==> config.mk <==
export PLATFORM = sky130hd
export DESIGN_NAME = integer_to_ascii_radix_top
export DESIGN_NICKNAME = d
export VERILOG_FILES = /design/src/rtl/i2a_pkg.sv /design/src/rtl/i2a_dp.sv /design/src/rtl/i2a_ctrl.sv /design/src/rtl/integer_to_ascii_radix_top.sv
export SDC_FILE = /design/constraint.sdc
export NUM_CORES = 1
export LEC_CHECK = 0
export BUFFER_PORTS_ARGS = -buffer_cell sky130_fd_sc_hd__clkbuf_2
export CORE_UTILIZATION = 40
export CTS_BUF_LIST = sky130_fd_sc_hd__clkbuf_8
export CTS_CLUSTER_DIAMETER = 60
export DETAILED_ROUTE_END_ITERATION = 6
export SLEW_MARGIN = 40
export SYNTH_ARGS = -nofsm -noshare
export SYNTH_HDL_FRONTEND = slang
export SYNTH_SLANG_ARGS = --single-unit
==> constraint.sdc <==
create_clock -name clk_i -period 13.6 [get_ports clk_i]
set_input_delay 0.68 -clock clk_i [delete_from_list [all_inputs] [get_ports clk_i]]
set_output_delay 0.68 -clock clk_i [all_outputs]
set_load 0.01 [all_outputs]
==> src/rtl/i2a_pkg.sv <==
// ----------------------------------------------------------------------------
// i2a_pkg
// shared widths, constants, command/status types and the digit character function
// ----------------------------------------------------------------------------
package i2a_pkg;

  localparam int unsigned ValueW   = 32;
  localparam int unsigned BaseW    = 5;
  localparam int unsigned CountW   = 6;
  localparam int unsigned CharW    = 7;
  localparam int unsigned PosW     = 5;
  localparam int unsigned RemW     = 4;
  localparam int unsigned CfgIdxW  = 1;
  localparam int unsigned CfgDataW = 6;

  // long division of the magnitude, a byte of dividend bits per cycle
  localparam int unsigned StepBits = 8;
  localparam int unsigned DivSteps = ValueW / StepBits;
  localparam int unsigned StepCntW = $clog2(DivSteps);

  localparam logic [BaseW-1:0]  BaseReset  = 5'd10;
  localparam logic [BaseW-1:0]  BaseMin    = 5'd2;
  localparam logic [BaseW-1:0]  BaseMax    = 5'd16;
  localparam logic [BaseW-1:0]  BaseDec    = 5'd10;
  localparam logic [CountW-1:0] CountReset = 6'd10;
  localparam logic [CountW-1:0] CountMin   = 6'd1;
  localparam logic [CountW-1:0] CountMax   = 6'd32;

  localparam logic [CfgIdxW-1:0] CfgBase  = 1'b0;
  localparam logic [CfgIdxW-1:0] CfgCount = 1'b1;

  localparam logic [CharW-1:0] CharSpace = 7'h20;
  localparam logic [CharW-1:0] CharMinus = 7'h2D;
  localparam logic [CharW-1:0] CharZero  = 7'h30;
  localparam logic [CharW-1:0] CharAlpha = 7'h41;
  localparam logic [RemW-1:0]  DecDigits = 4'd10;

  typedef struct packed {
    logic load;        // take a new value
    logic step;        // one division step
    logic first_step;  // division starts with a clear remainder
    logic emit_digit;  // load the output with the digit of this step
    logic emit_fill;   // load the output with a space or minus
    logic advance;     // move one position to the left
  } i2a_cmd_t;

  typedef struct packed {
    logic need_div;    // the current position holds a digit
    logic last;        // the output holds position zero
  } i2a_status_t;

  function automatic logic [CharW-1:0] digit_char(input logic [RemW-1:0] d);
    logic [CharW-1:0] c;
    if (d < DecDigits) begin
      c = CharZero + {{(CharW-RemW){1'b0}}, d};
    end else begin
      c = CharAlpha + {{(CharW-RemW){1'b0}}, d - DecDigits};
    end
    return c;
  endfunction

endpackage

==> src/rtl/i2a_dp.sv <==
// ----------------------------------------------------------------------------
// i2a_dp
// datapath: config registers, magnitude divider, position and output register
// ----------------------------------------------------------------------------
module i2a_dp import i2a_pkg::*; (
  input  logic                clk_i,
  input  logic                rst_ni,
  input  logic                cfg_we_i,
  input  logic [CfgIdxW-1:0]  cfg_idx_i,
  input  logic [CfgDataW-1:0] cfg_data_i,
  input  logic [ValueW-1:0]   value_i,
  input  i2a_cmd_t            cmd_i,
  output i2a_status_t         status_o,
  output logic [CharW-1:0]    character_o,
  output logic [PosW-1:0]     position_o,
  output logic                last_o
);

  logic [BaseW-1:0]  base_q;
  logic [CountW-1:0] count_q;
  logic [BaseW-1:0]  base_eff;
  logic [CountW-1:0] count_eff;

  logic [ValueW-1:0] mag_q, mag_d;
  logic [RemW-1:0]   rem_q, rem_d;
  logic [PosW-1:0]   pos_q, pos_d;
  logic [CharW-1:0]  char_q, char_d;
  logic              sign_pend_q, sign_pend_d;
  logic              sign_now_q, sign_now_d;
  logic              first_q, first_d;

  logic [BaseW-1:0]    r;
  logic [StepBits-1:0] qbits;
  logic [ValueW-1:0]   mag_step;
  logic                neg;

  // config registers
  always_ff @(posedge clk_i or negedge rst_ni) begin
    if (!rst_ni) begin
      base_q  <= BaseReset;
      count_q <= CountReset;
    end else if (cfg_we_i) begin
      case (cfg_idx_i)
        CfgBase:  base_q  <= cfg_data_i[BaseW-1:0];
        CfgCount: count_q <= cfg_data_i[CountW-1:0];
        default:  ;
      endcase
    end
  end

  assign base_eff  = (base_q < BaseMin) ? BaseMin :
                     (base_q > BaseMax) ? BaseMax : base_q;
  assign count_eff = (count_q < CountMin) ? CountMin :
                     (count_q > CountMax) ? CountMax : count_q;

  // one byte of restoring division by the base
  always_comb begin
    r     = cmd_i.first_step ? '0 : {1'b0, rem_q};
    qbits = '0;
    for (int i = 0; i < StepBits; i++) begin
      r = {r[RemW-1:0], mag_q[ValueW-1-i]};
      if (r >= base_eff) begin
        r = r - base_eff;
        qbits[StepBits-1-i] = 1'b1;
      end
    end
    mag_step = {mag_q[ValueW-StepBits-1:0], qbits};
  end

  assign neg = value_i[ValueW-1];

  always_comb begin
    mag_d       = mag_q;
    rem_d       = rem_q;
    pos_d       = pos_q;
    char_d      = char_q;
    sign_pend_d = sign_pend_q;
    sign_now_d  = sign_now_q;
    first_d     = first_q;
    if (cmd_i.load) begin
      mag_d       = neg ? (ValueW'(0) - value_i) : value_i;
      pos_d       = PosW'(count_eff - CountMin);
      sign_pend_d = neg && (base_eff == BaseDec);
      sign_now_d  = 1'b0;
      first_d     = 1'b1;
    end
    if (cmd_i.step) begin
      mag_d = mag_step;
      rem_d = r[RemW-1:0];
    end
    if (cmd_i.emit_digit) begin
      char_d  = digit_char(r[RemW-1:0]);
      first_d = 1'b0;
      if (mag_step == '0 && sign_pend_q) begin
        sign_pend_d = 1'b0;
        sign_now_d  = 1'b1;
      end
    end
    if (cmd_i.emit_fill) begin
      char_d     = sign_now_q ? CharMinus : CharSpace;
      sign_now_d = 1'b0;
    end
    if (cmd_i.advance) begin
      pos_d = pos_q - PosW'(1);
    end
  end

  always_ff @(posedge clk_i or negedge rst_ni) begin
    if (!rst_ni) begin
      sign_pend_q <= 1'b0;
      sign_now_q  <= 1'b0;
      first_q     <= 1'b0;
    end else begin
      sign_pend_q <= sign_pend_d;
      sign_now_q  <= sign_now_d;
      first_q     <= first_d;
    end
  end

  always_ff @(posedge clk_i) begin
    mag_q  <= mag_d;
    rem_q  <= rem_d;
    pos_q  <= pos_d;
    char_q <= char_d;
  end

  assign status_o.need_div = !sign_now_q && (first_q || (mag_q != '0));
  assign status_o.last     = (pos_q == '0);

  assign character_o = char_q;
  assign position_o  = pos_q;
  assign last_o      = (pos_q == '0);

endmodule

==> src/rtl/i2a_ctrl.sv <==
// ----------------------------------------------------------------------------
// i2a_ctrl
// controller: sequences load, division steps and output handshakes
// ----------------------------------------------------------------------------
module i2a_ctrl import i2a_pkg::*; (
  input  logic        clk_i,
  input  logic        rst_ni,
  input  logic        in_valid_i,
  output logic        in_ready_o,
  output logic        out_valid_o,
  input  logic        out_ready_i,
  input  i2a_status_t status_i,
  output i2a_cmd_t    cmd_o
);

  localparam logic [1:0] StIdle = 2'd0;
  localparam logic [1:0] StDiv  = 2'd1;
  localparam logic [1:0] StOut  = 2'd2;

  localparam logic [StepCntW-1:0] LastStep = StepCntW'(DivSteps - 1);

  logic [1:0]          state_q, state_d;
  logic [StepCntW-1:0] cnt_q, cnt_d;

  always_comb begin
    state_d     = state_q;
    cnt_d       = cnt_q;
    cmd_o       = '0;
    in_ready_o  = 1'b0;
    out_valid_o = 1'b0;
    case (state_q)
      StIdle: begin
        in_ready_o = 1'b1;
        if (in_valid_i) begin
          cmd_o.load = 1'b1;
          cnt_d      = '0;
          state_d    = StDiv;
        end
      end
      StDiv: begin
        // magnitude is only whole before the first step of a position
        if (cnt_q == '0 && !status_i.need_div) begin
          cmd_o.emit_fill = 1'b1;
          state_d         = StOut;
        end else begin
          cmd_o.step       = 1'b1;
          cmd_o.first_step = (cnt_q == '0);
          cnt_d            = cnt_q + StepCntW'(1);
          if (cnt_q == LastStep) begin
            cmd_o.emit_digit = 1'b1;
            state_d          = StOut;
          end
        end
      end
      StOut: begin
        out_valid_o = 1'b1;
        if (out_ready_i) begin
          if (status_i.last) begin
            state_d = StIdle;
          end else begin
            cmd_o.advance = 1'b1;
            cnt_d         = '0;
            state_d       = StDiv;
          end
        end
      end
      default: begin
        state_d = StIdle;
      end
    endcase
  end

  always_ff @(posedge clk_i or negedge rst_ni) begin
    if (!rst_ni) begin
      state_q <= StIdle;
      cnt_q   <= '0;
    end else begin
      state_q <= state_d;
      cnt_q   <= cnt_d;
    end
  end

endmodule

==> src/rtl/integer_to_ascii_radix_top.sv <==
// ----------------------------------------------------------------------------
// integer_to_ascii_radix_top
// renders a signed 32-bit value as a right-justified ascii field in base 2..16
// ----------------------------------------------------------------------------
//
//  channel   direction  handshake                 payload
//  --------  ---------  ------------------------  ---------------------------
//  in        request    in_valid_i / in_ready_o   value_i
//  out       result     out_valid_o / out_ready_i character_o, position_o,
//                                                 last_o
//  cfg       write      cfg_we_i (no wait)        cfg_idx_i, cfg_data_i
//
//  one request gives digit_count results, rightmost position first
//  a digit position runs the byte-wide divider steps, then the output handshake;
//  a space or minus position loads its fill, then the output handshake
//  reset: base 10, field width 10, controller idle
//  a stalled result holds the block; the next request is taken after the last
//
module integer_to_ascii_radix_top import i2a_pkg::*; (
  input  logic                clk_i,
  input  logic                rst_ni,
  // configuration writes
  input  logic                cfg_we_i,
  input  logic [CfgIdxW-1:0]  cfg_idx_i,
  input  logic [CfgDataW-1:0] cfg_data_i,
  // request channel
  input  logic                in_valid_i,
  output logic                in_ready_o,
  input  logic [ValueW-1:0]   value_i,
  // result channel
  output logic                out_valid_o,
  input  logic                out_ready_i,
  output logic [CharW-1:0]    character_o,
  output logic [PosW-1:0]     position_o,
  output logic                last_o
);

  // commands from controller to datapath, status back
  i2a_cmd_t    cmd;
  i2a_status_t status;

  // sequencer: idle, divide steps, result handshake
  i2a_ctrl u_ctrl (
    .clk_i       (clk_i),
    .rst_ni      (rst_ni),
    .in_valid_i  (in_valid_i),
    .in_ready_o  (in_ready_o),
    .out_valid_o (out_valid_o),
    .out_ready_i (out_ready_i),
    .status_i    (status),
    .cmd_o       (cmd)
  );

  // config registers, magnitude, divider, sign tracking, output register
  i2a_dp u_dp (
    .clk_i       (clk_i),
    .rst_ni      (rst_ni),
    .cfg_we_i    (cfg_we_i),
    .cfg_idx_i   (cfg_idx_i),
    .cfg_data_i  (cfg_data_i),
    .value_i     (value_i),
    .cmd_i       (cmd),
    .status_o    (status),
    .character_o (character_o),
    .position_o  (position_o),
    .last_o      (last_o)
  );

`ifndef SYNTHESIS
  // never accepting a request while a result is shown
  a_ready_excl: assert property (@(posedge clk_i) disable iff (!rst_ni)
    !(in_ready_o && out_valid_o))
    else $error("request taken while result pending");

  // the leftmost result ends the run and frees the input
  a_last_idle: assert property (@(posedge clk_i) disable iff (!rst_ni)
    (out_valid_o && out_ready_i && last_o) |=> in_ready_o)
    else $error("no return to idle after last result");

  // a result that is not the last keeps the run going
  a_run_on: assert property (@(posedge clk_i) disable iff (!rst_ni)
    (out_valid_o && out_ready_i && !last_o) |=> !in_ready_o)
    else $error("run ended before leftmost position");

  // a new request is never answered in the next cycle
  a_load_lat: assert property (@(posedge clk_i) disable iff (!rst_ni)
    (in_valid_i && in_ready_o) |=> !out_valid_o)
    else $error("result shown right after request");
`endif

endmodule

* After elaboration in Yosys (flattened, before gate mapping)
Index checks and enable logic that the tools add are counted.
Operators by class: divide/modulo/power cells 0, eq/ne operators 9, bitwise operators 1, $lt $le $gt $ge 13, muxes and demuxes 61, multipliers 0, $add $sub $neg 15, reductions and logical operators 21, shift-type cells 0
Operator list (count):
- 32-bit 2-to-1 mux | 3
- 4-bit 2-to-1 mux | 11
- 5-bit greater-or-equal comparator | 8
- 32-bit zero test | 1
- 32-bit nonzero test | 1
- 1-bit by 32-bit subtractor with 32-bit output, first input constant | 1
- 4-bit subtractor | 8
- 5-bit 2-to-1 mux | 6
- 1-bit 2-to-1 mux | 27
- 7-bit 2-to-1 mux | 3
- 2-bit 2-to-1 mux | 8
- 2-bit one-hot mux with 3 select lines | 2
- 5-bit by 1-bit subtractor with 5-bit output, second input constant | 2
- 2-bit != test, second input constant | 4
- 2-bit nonzero test | 4
- 6-bit by 4-bit adder with 7-bit output, first input constant | 1
- 7-bit by 4-bit adder with 7-bit output, first input constant | 1
- 6-bit > comparator, second input constant | 1
- 6-bit by 1-bit < comparator with 1-bit output, second input constant | 1
- 5-bit by 4-bit equality test with 1-bit output, second input constant | 1
- 5-bit > comparator, second input constant | 1
- 5-bit zero test | 1
- 5-bit by 2-bit < comparator with 1-bit output, second input constant | 1
- 5-bit AND reduction | 1
- 15 further kinds | 22
Word-level totals: bits in writable memories 0, latch bits 0, flip-flop bits (word level) 66, memory bits (read-only) 0, memories 0, logic and storage cells 131

* Logic depth before layout (Yosys ltp)
word-level depth 29, gate-level depth with buffers 62

* Modules after synthesis
From an unflattened synthesis, not the netlist that was laid out.
Second synthesis, totals: cells, all modules 598, area total of the unflattened synthesis 5562.8 µm²
By module, submodules not included:
- i2a_dp | instances 1, sequential area each 1796.7 µm², area each 5281.3 µm², cells an instance 565
- i2a_ctrl | instances 1, sequential area each 100.1 µm², area each 281.5 µm², cells an instance 33

* Worst setup path before layout
Ideal clock, no wire load.
path type register -> register, from register u_dp.mag_q[12], to register u_dp.char_q[0] (netlist: u_dp.character_o[0]), data pin, path slack 1.691 ns, cell stages (with the launch flop) 58, buffers on the path 2, library setup time 0.269 ns, period minus slack after synthesis 11.909 ns, data arrival time 11.641 ns, path through edfxtp_1 > nor4_1 > nand4_1 > nor2_1 > a21oi_1 > nand3_1 > and2_1 > ha_1 > a21o_1 > a311o_1 > o21a_4 > mux2_2 > inv_1 > ha_1 > nor2b_1 > o21ai_0 > a31oi_1 > o21a_1 > (+22 left out) > a31oi_1 > o21ai_1 > mux2i_1 > ha_1 > nor2b_1 > o21a_1 > o31a_1 > clkbuf_1 > mux2_2 > inv_1 > ha_1 > a21o_1 > a21oi_1 > o21ai_1 > or3_1 > o221ai_1 > a21boi_1 > o211ai_1
Between the ends: elaborated cells on any way between the ends 40
RTL lines:
- start, declared | RTL line i2a_dp.sv:24 | logic [ValueW-1:0] mag_q, mag_d;
- start signal, assigned | RTL line i2a_dp.sv:121 | mag_q <= mag_d;
- 32-bit nonzero test (*) | RTL line i2a_dp.sv:127 | assign status_o.need_div = !sign_now_q && (first_q || (mag_q != '0));
- 1-bit logical OR (*) | RTL line i2a_dp.sv:127
- 1-bit logical AND (*) | RTL line i2a_dp.sv:127
- 1-bit zero test (*) | RTL line i2a_ctrl.sv:42 | if (cnt_q == '0 && !status_i.need_div) begin
- 1-bit logical AND (*) | RTL line i2a_ctrl.sv:42
- 3-bit 2-to-1 mux (*) | RTL line i2a_ctrl.sv:42
- 4-bit 2-to-1 mux (*) | RTL line i2a_ctrl.sv:31 | case (state_q)
- 4-bit 2-to-1 mux (*) | RTL line i2a_dp.sv:58 | r = cmd_i.first_step ? '0 : {1'b0, rem_q};
- (+14 left out)
- 4-bit subtractor or 5-bit greater-or-equal comparator (tied branches) | RTL line i2a_dp.sv:63, i2a_dp.sv:62
- 4-bit 2-to-1 mux (*) | RTL line i2a_dp.sv:62 | if (r >= base_eff) begin
- via u_dp.r[3] | RTL line i2a_dp.sv:32 | logic [BaseW-1:0] r;
- 4-bit < comparator (*) | RTL line i2a_pkg.sv:54 | if (d < DecDigits) begin
- 7-bit 2-to-1 mux (*) | RTL line i2a_pkg.sv:54
- 7-bit 2-to-1 mux (*) | RTL line i2a_dp.sv:91 | if (cmd_i.emit_digit) begin
- 7-bit 2-to-1 mux (*) | RTL line i2a_dp.sv:99 | if (cmd_i.emit_fill) begin
- via u_dp.char_d[0] | RTL line i2a_dp.sv:27 | logic [CharW-1:0] char_q, char_d;
- end signal, assigned | RTL line i2a_dp.sv:124 | char_q <= char_d;
- end, declared | RTL line i2a_dp.sv:27
The timed path passes the listed nets; every way through them passes the cells marked *. The select of a mux whose other input is x is not followed. A chain may end at the register's enable or synchronous reset.

* Worst setup path after layout
from register u_dp.mag_q[12], to register u_dp.char_q[2] (netlist: u_dp.character_o[2]), data pin
Between the ends: cells in the longest elaborated chain, start to end 29, elaborated cells on any way between the ends 40
RTL lines:
- 32-bit nonzero test (*) | RTL line i2a_dp.sv:127
- 1-bit logical OR (*) | RTL line i2a_dp.sv:127
- 1-bit logical AND (*) | RTL line i2a_dp.sv:127
- 1-bit zero test (*) | RTL line i2a_ctrl.sv:42
- 1-bit logical AND (*) | RTL line i2a_ctrl.sv:42
- 3-bit 2-to-1 mux (*) | RTL line i2a_ctrl.sv:42
- 4-bit 2-to-1 mux (*) | RTL line i2a_ctrl.sv:31
- 4-bit 2-to-1 mux (*) | RTL line i2a_dp.sv:58
- (+15 left out)
- 4-bit 2-to-1 mux (*) | RTL line i2a_dp.sv:62
- via u_dp.r[1] | RTL line i2a_dp.sv:32
- 4-bit subtractor | RTL line i2a_pkg.sv:57 | c = CharAlpha + {{(CharW-RemW){1'b0}}, d - DecDigits};
- 7-bit by 4-bit adder with 7-bit output | RTL line i2a_pkg.sv:57
- 7-bit 2-to-1 mux (*) | RTL line i2a_pkg.sv:54
- 7-bit 2-to-1 mux (*) | RTL line i2a_dp.sv:91
- 7-bit 2-to-1 mux (*) | RTL line i2a_dp.sv:99
- via u_dp.char_d[2] | RTL line i2a_dp.sv:27
Marked as above.

==> results.yml <==
run_status:
  status: "finished clean"
worst_setup_path:
  critPathMostFrequentCell: "ha_1"
  worstPathRequired_ps: 13770
  crit_fanout: 10
  cp_slowest_cell: "mux2_2"
  worst_ep_arrival_time_ps: 12860
  critPathCaptureType: "flip-flop"
  path_class: "flip-flop to flip-flop"
  startpoint_type: "flip-flop"
  cpPeakStageDelay_ps: 410
synth:
  avgSynthCellArea_sq_um: 9.40
  synth_cell_types: 66
  synth_fp_nets: 688
  async_flop_share: 0.273
  synth_area_sq_um: 5540
  synth_edf_count: 48
  ys_warn_count: 0
  synth_cells: 589
  ys_seq_elements: 66
  ys_seq_area_frac: 0.343
  ys.flop_type: "edfxtp_1"
layout:
  drive_gt1_frac: 0.211
  area.sequential_sq_um: 1900
  insertedDiodeCount: 0
  multi_input_area_sq_um: 3440
  utilization: 0.475
  fin_nets: 754
  layout-area-overhead-vs-synth_pct: 14.4
  fillers: 1295
detailed_routing:
  drtIter0Drc: 254
  met3_wirelength_um: 406
  num_vias: 4511
  routed.top_layer: "met4"
  wirelength_mm: 12.8
  met1_length_mm: 6.02
  wl_per_cell_um: 15.3
  route.met2.wl_mm: 6.20
  firstDrtPassIters: 4
  postRouteAntennaNets: 0
  route.detailed.drc: 0
  via_per_inst: 5.40
clock_network:
  cts.sinks: 66
  cts_buffers: 9
  insertion_delay_ps: 350
  htree_levels: 3
  clkTransAtPathRegs_ps: 80
  cts_buffer_depth: 2
  ctsHoldBuffers: 0
  root_buffer: "clkbuf_8"
  cts_tree: "done"
floorplan:
  start_util: 0.415
  die_y_um: 120
  rows: 42
  dieArea_sq_um: 14300
  core_area_sq_um: 13300
  die_w_um: 120
  ioPinCount: 59
placed_design:
  gp_congestion: 0.872
  hpwl_mm: 10.2
  port_buffers: 58
sta:
  min_period_over_period: 0.933
  relSlewSlack: 0.551
  maxSlewViolCount: 0
  rsz0062_at_grt: "false"
  max_freq_mhz: 78.8
  worstMarginPinSlew_ps: 674
  skew_ps: 16.3
  setup_tns_ps: 0
  setup_viol: 0
  fin_crit_ps: 12690
  hold_viol: 0
flow_run:
  drv_cap: 0
global_route:
  grt_max_degree: 59
  grt_first_pass_wirelength_mm: 21.5
  track_usage: 0.189
  grt_pass1_vias: 4397
  antenna_found_initial: 0
  grt_overflow: 0
min_path:
  hp-class: "input port to asynchronous set/reset pin"
kinds of logic after synthesis:
kind of cell               count (synthesis)  synth area share
AOI/OAI and AO/OA                        150             0.176
and+or+nand+nor                          178             0.166
buffers and inverters                     59            0.0420
adders and majority gates                 55             0.134
muxes                                     30            0.0590
DFF                                       66             0.343
xor gates and xnor gates                  51            0.0807
registers in the layout (all words and copies together), names as in the netlist:
register / flops
u_ctrl.cnt_q: 2
u_ctrl.state_q: 2
u_dp.first_q: 1
u_dp.mag_q: 32
u_dp.sign_now_q: 1
u_dp.character_o: 7
u_dp.base_q: 5
u_dp.count_q: 6
u_dp.sign_pend_q: 1
u_dp.position_o: 5
u_dp.rem_q: 4
worst max-delay path, delay by kind of cell, from the launching register on:
| family | cells | cell delay, ps |
|---|---|---|
| adder cells (fa/ha/maj) | 9 | 2480 |
| XOR/XNOR | 1 | 140 |
| flip-flops | 1 | 400 |
| AO/OA/AOI/OAI | 25 | 5000 |
| AND/OR/NAND/NOR | 11 | 1990 |
| multiplexers | 6 | 1870 |
| buffers and inverters | 6 | 610 |
per-layer routing:
layer,up-vias,global-route usage
li1,2261,-
met1,2144,0.256
met2,93,0.317
met3,13,0.0247
met4,0,0.0547
met5,-,0
synth_stat cells (all sizes together), types with 3 or more instances:
| cell | count | area share |
|---|---|---|
| o41ai | 5 | 0.013 |
| mux2 | 21 | 0.043 |
| nor2b | 5 | 0.0056 |
| o31ai | 13 | 0.020 |
| nand2 | 75 | 0.051 |
| fa | 7 | 0.025 |
| or3 | 6 | 0.0077 |
| o21ai | 61 | 0.055 |
| inv | 43 | 0.029 |
| or4 | 7 | 0.012 |
| dfrtp | 14 | 0.063 |
| dfstp | 4 | 0.019 |
| clkbuf | 10 | 0.0068 |
| or2 | 4 | 0.0050 |
| nor3b | 3 | 0.0041 |
| buf | 5 | 0.0054 |
| ha | 48 | 0.11 |
| and2 | 7 | 0.0079 |
| a21o | 14 | 0.019 |
| mux2i | 9 | 0.016 |
| nor2 | 26 | 0.018 |
| a31oi | 7 | 0.0079 |
| nand2b | 8 | 0.0090 |
| o21a | 6 | 0.0095 |
| nand3 | 10 | 0.0099 |
| a21oi | 27 | 0.025 |
| xnor2 | 17 | 0.027 |
| edfxtp | 48 | 0.26 |
| nor3 | 8 | 0.0072 |
| xor2 | 34 | 0.054 |
| nor4 | 10 | 0.015 |
cell type report:
| type | instances | area share |
|---|---|---|
| multi-input combinational | 464 | 0.544 |
| clock inverter | 5 | 0.0122 |
| clock buffer | 11 | 0.0239 |
| inverter | 44 | 0.0261 |
| sequential | 66 | 0.299 |
| timing repair buffer | 70 | 0.0600 |
| tap | 176 | 0.0348 |
per-stage QoR:
step	area, sq um	cells	setup WS, ps	hold slack [ps]
detailed placement	6060	819	169	507
floorplan	5540	589	1690	384
global route	6340	836	10.8	291
CTS	6290	835	125	265
finish	6340	836	909	274
global placement	6060	819	549	501
layout by cell type, fill, tap and decap left out, types with 17 or more instances in the layout:
| cell | count |
|---|---|
| a21oi_1 | 26 |
| nor2_1 | 25 |
| nand2_1 | 74 |
| inv_1 | 44 |
| edfxtp_1 | 48 |
| mux2_2 | 21 |
| o21ai_1 | 18 |
| xor2_1 | 34 |
| ha_1 | 48 |
| o21ai_0 | 39 |
| clkbuf_2 | 58 |
| xnor2_1 | 17 |
repair_timing:
action,CTS,global route
endpoints found under the setup margin,0,10
setup buffers,0,1
resized for setup,0,10
final timing paths:
kind	from	to	slack, ps	cells past startpoint
hold reg to reg	u_dp.count_q[0]$_DFFE_PN0P_	u_dp.count_q[0]$_DFFE_PN0P_	530	1
setup / recovery	u_dp.mag_q[12]$_DFFE_PP_	u_dp.character_o[2]$_DFFE_PP_	910	58
setup reg to reg	u_dp.mag_q[12]$_DFFE_PP_	u_dp.character_o[2]$_DFFE_PP_	910	58
hold / removal	rst_ni	u_dp.count_q[5]$_DFFE_PN0P_	270	1
min in group clk_i	u_dp.count_q[0]$_DFFE_PN0P_	u_dp.count_q[0]$_DFFE_PN0P_	530	1
max in group asynchronous	rst_ni	u_dp.base_q[1]$_DFFE_PN1P_	12970	1
Power is not shown: default switching activity piles up to over one toggle a cycle in this logic, so the estimate is an artifact.
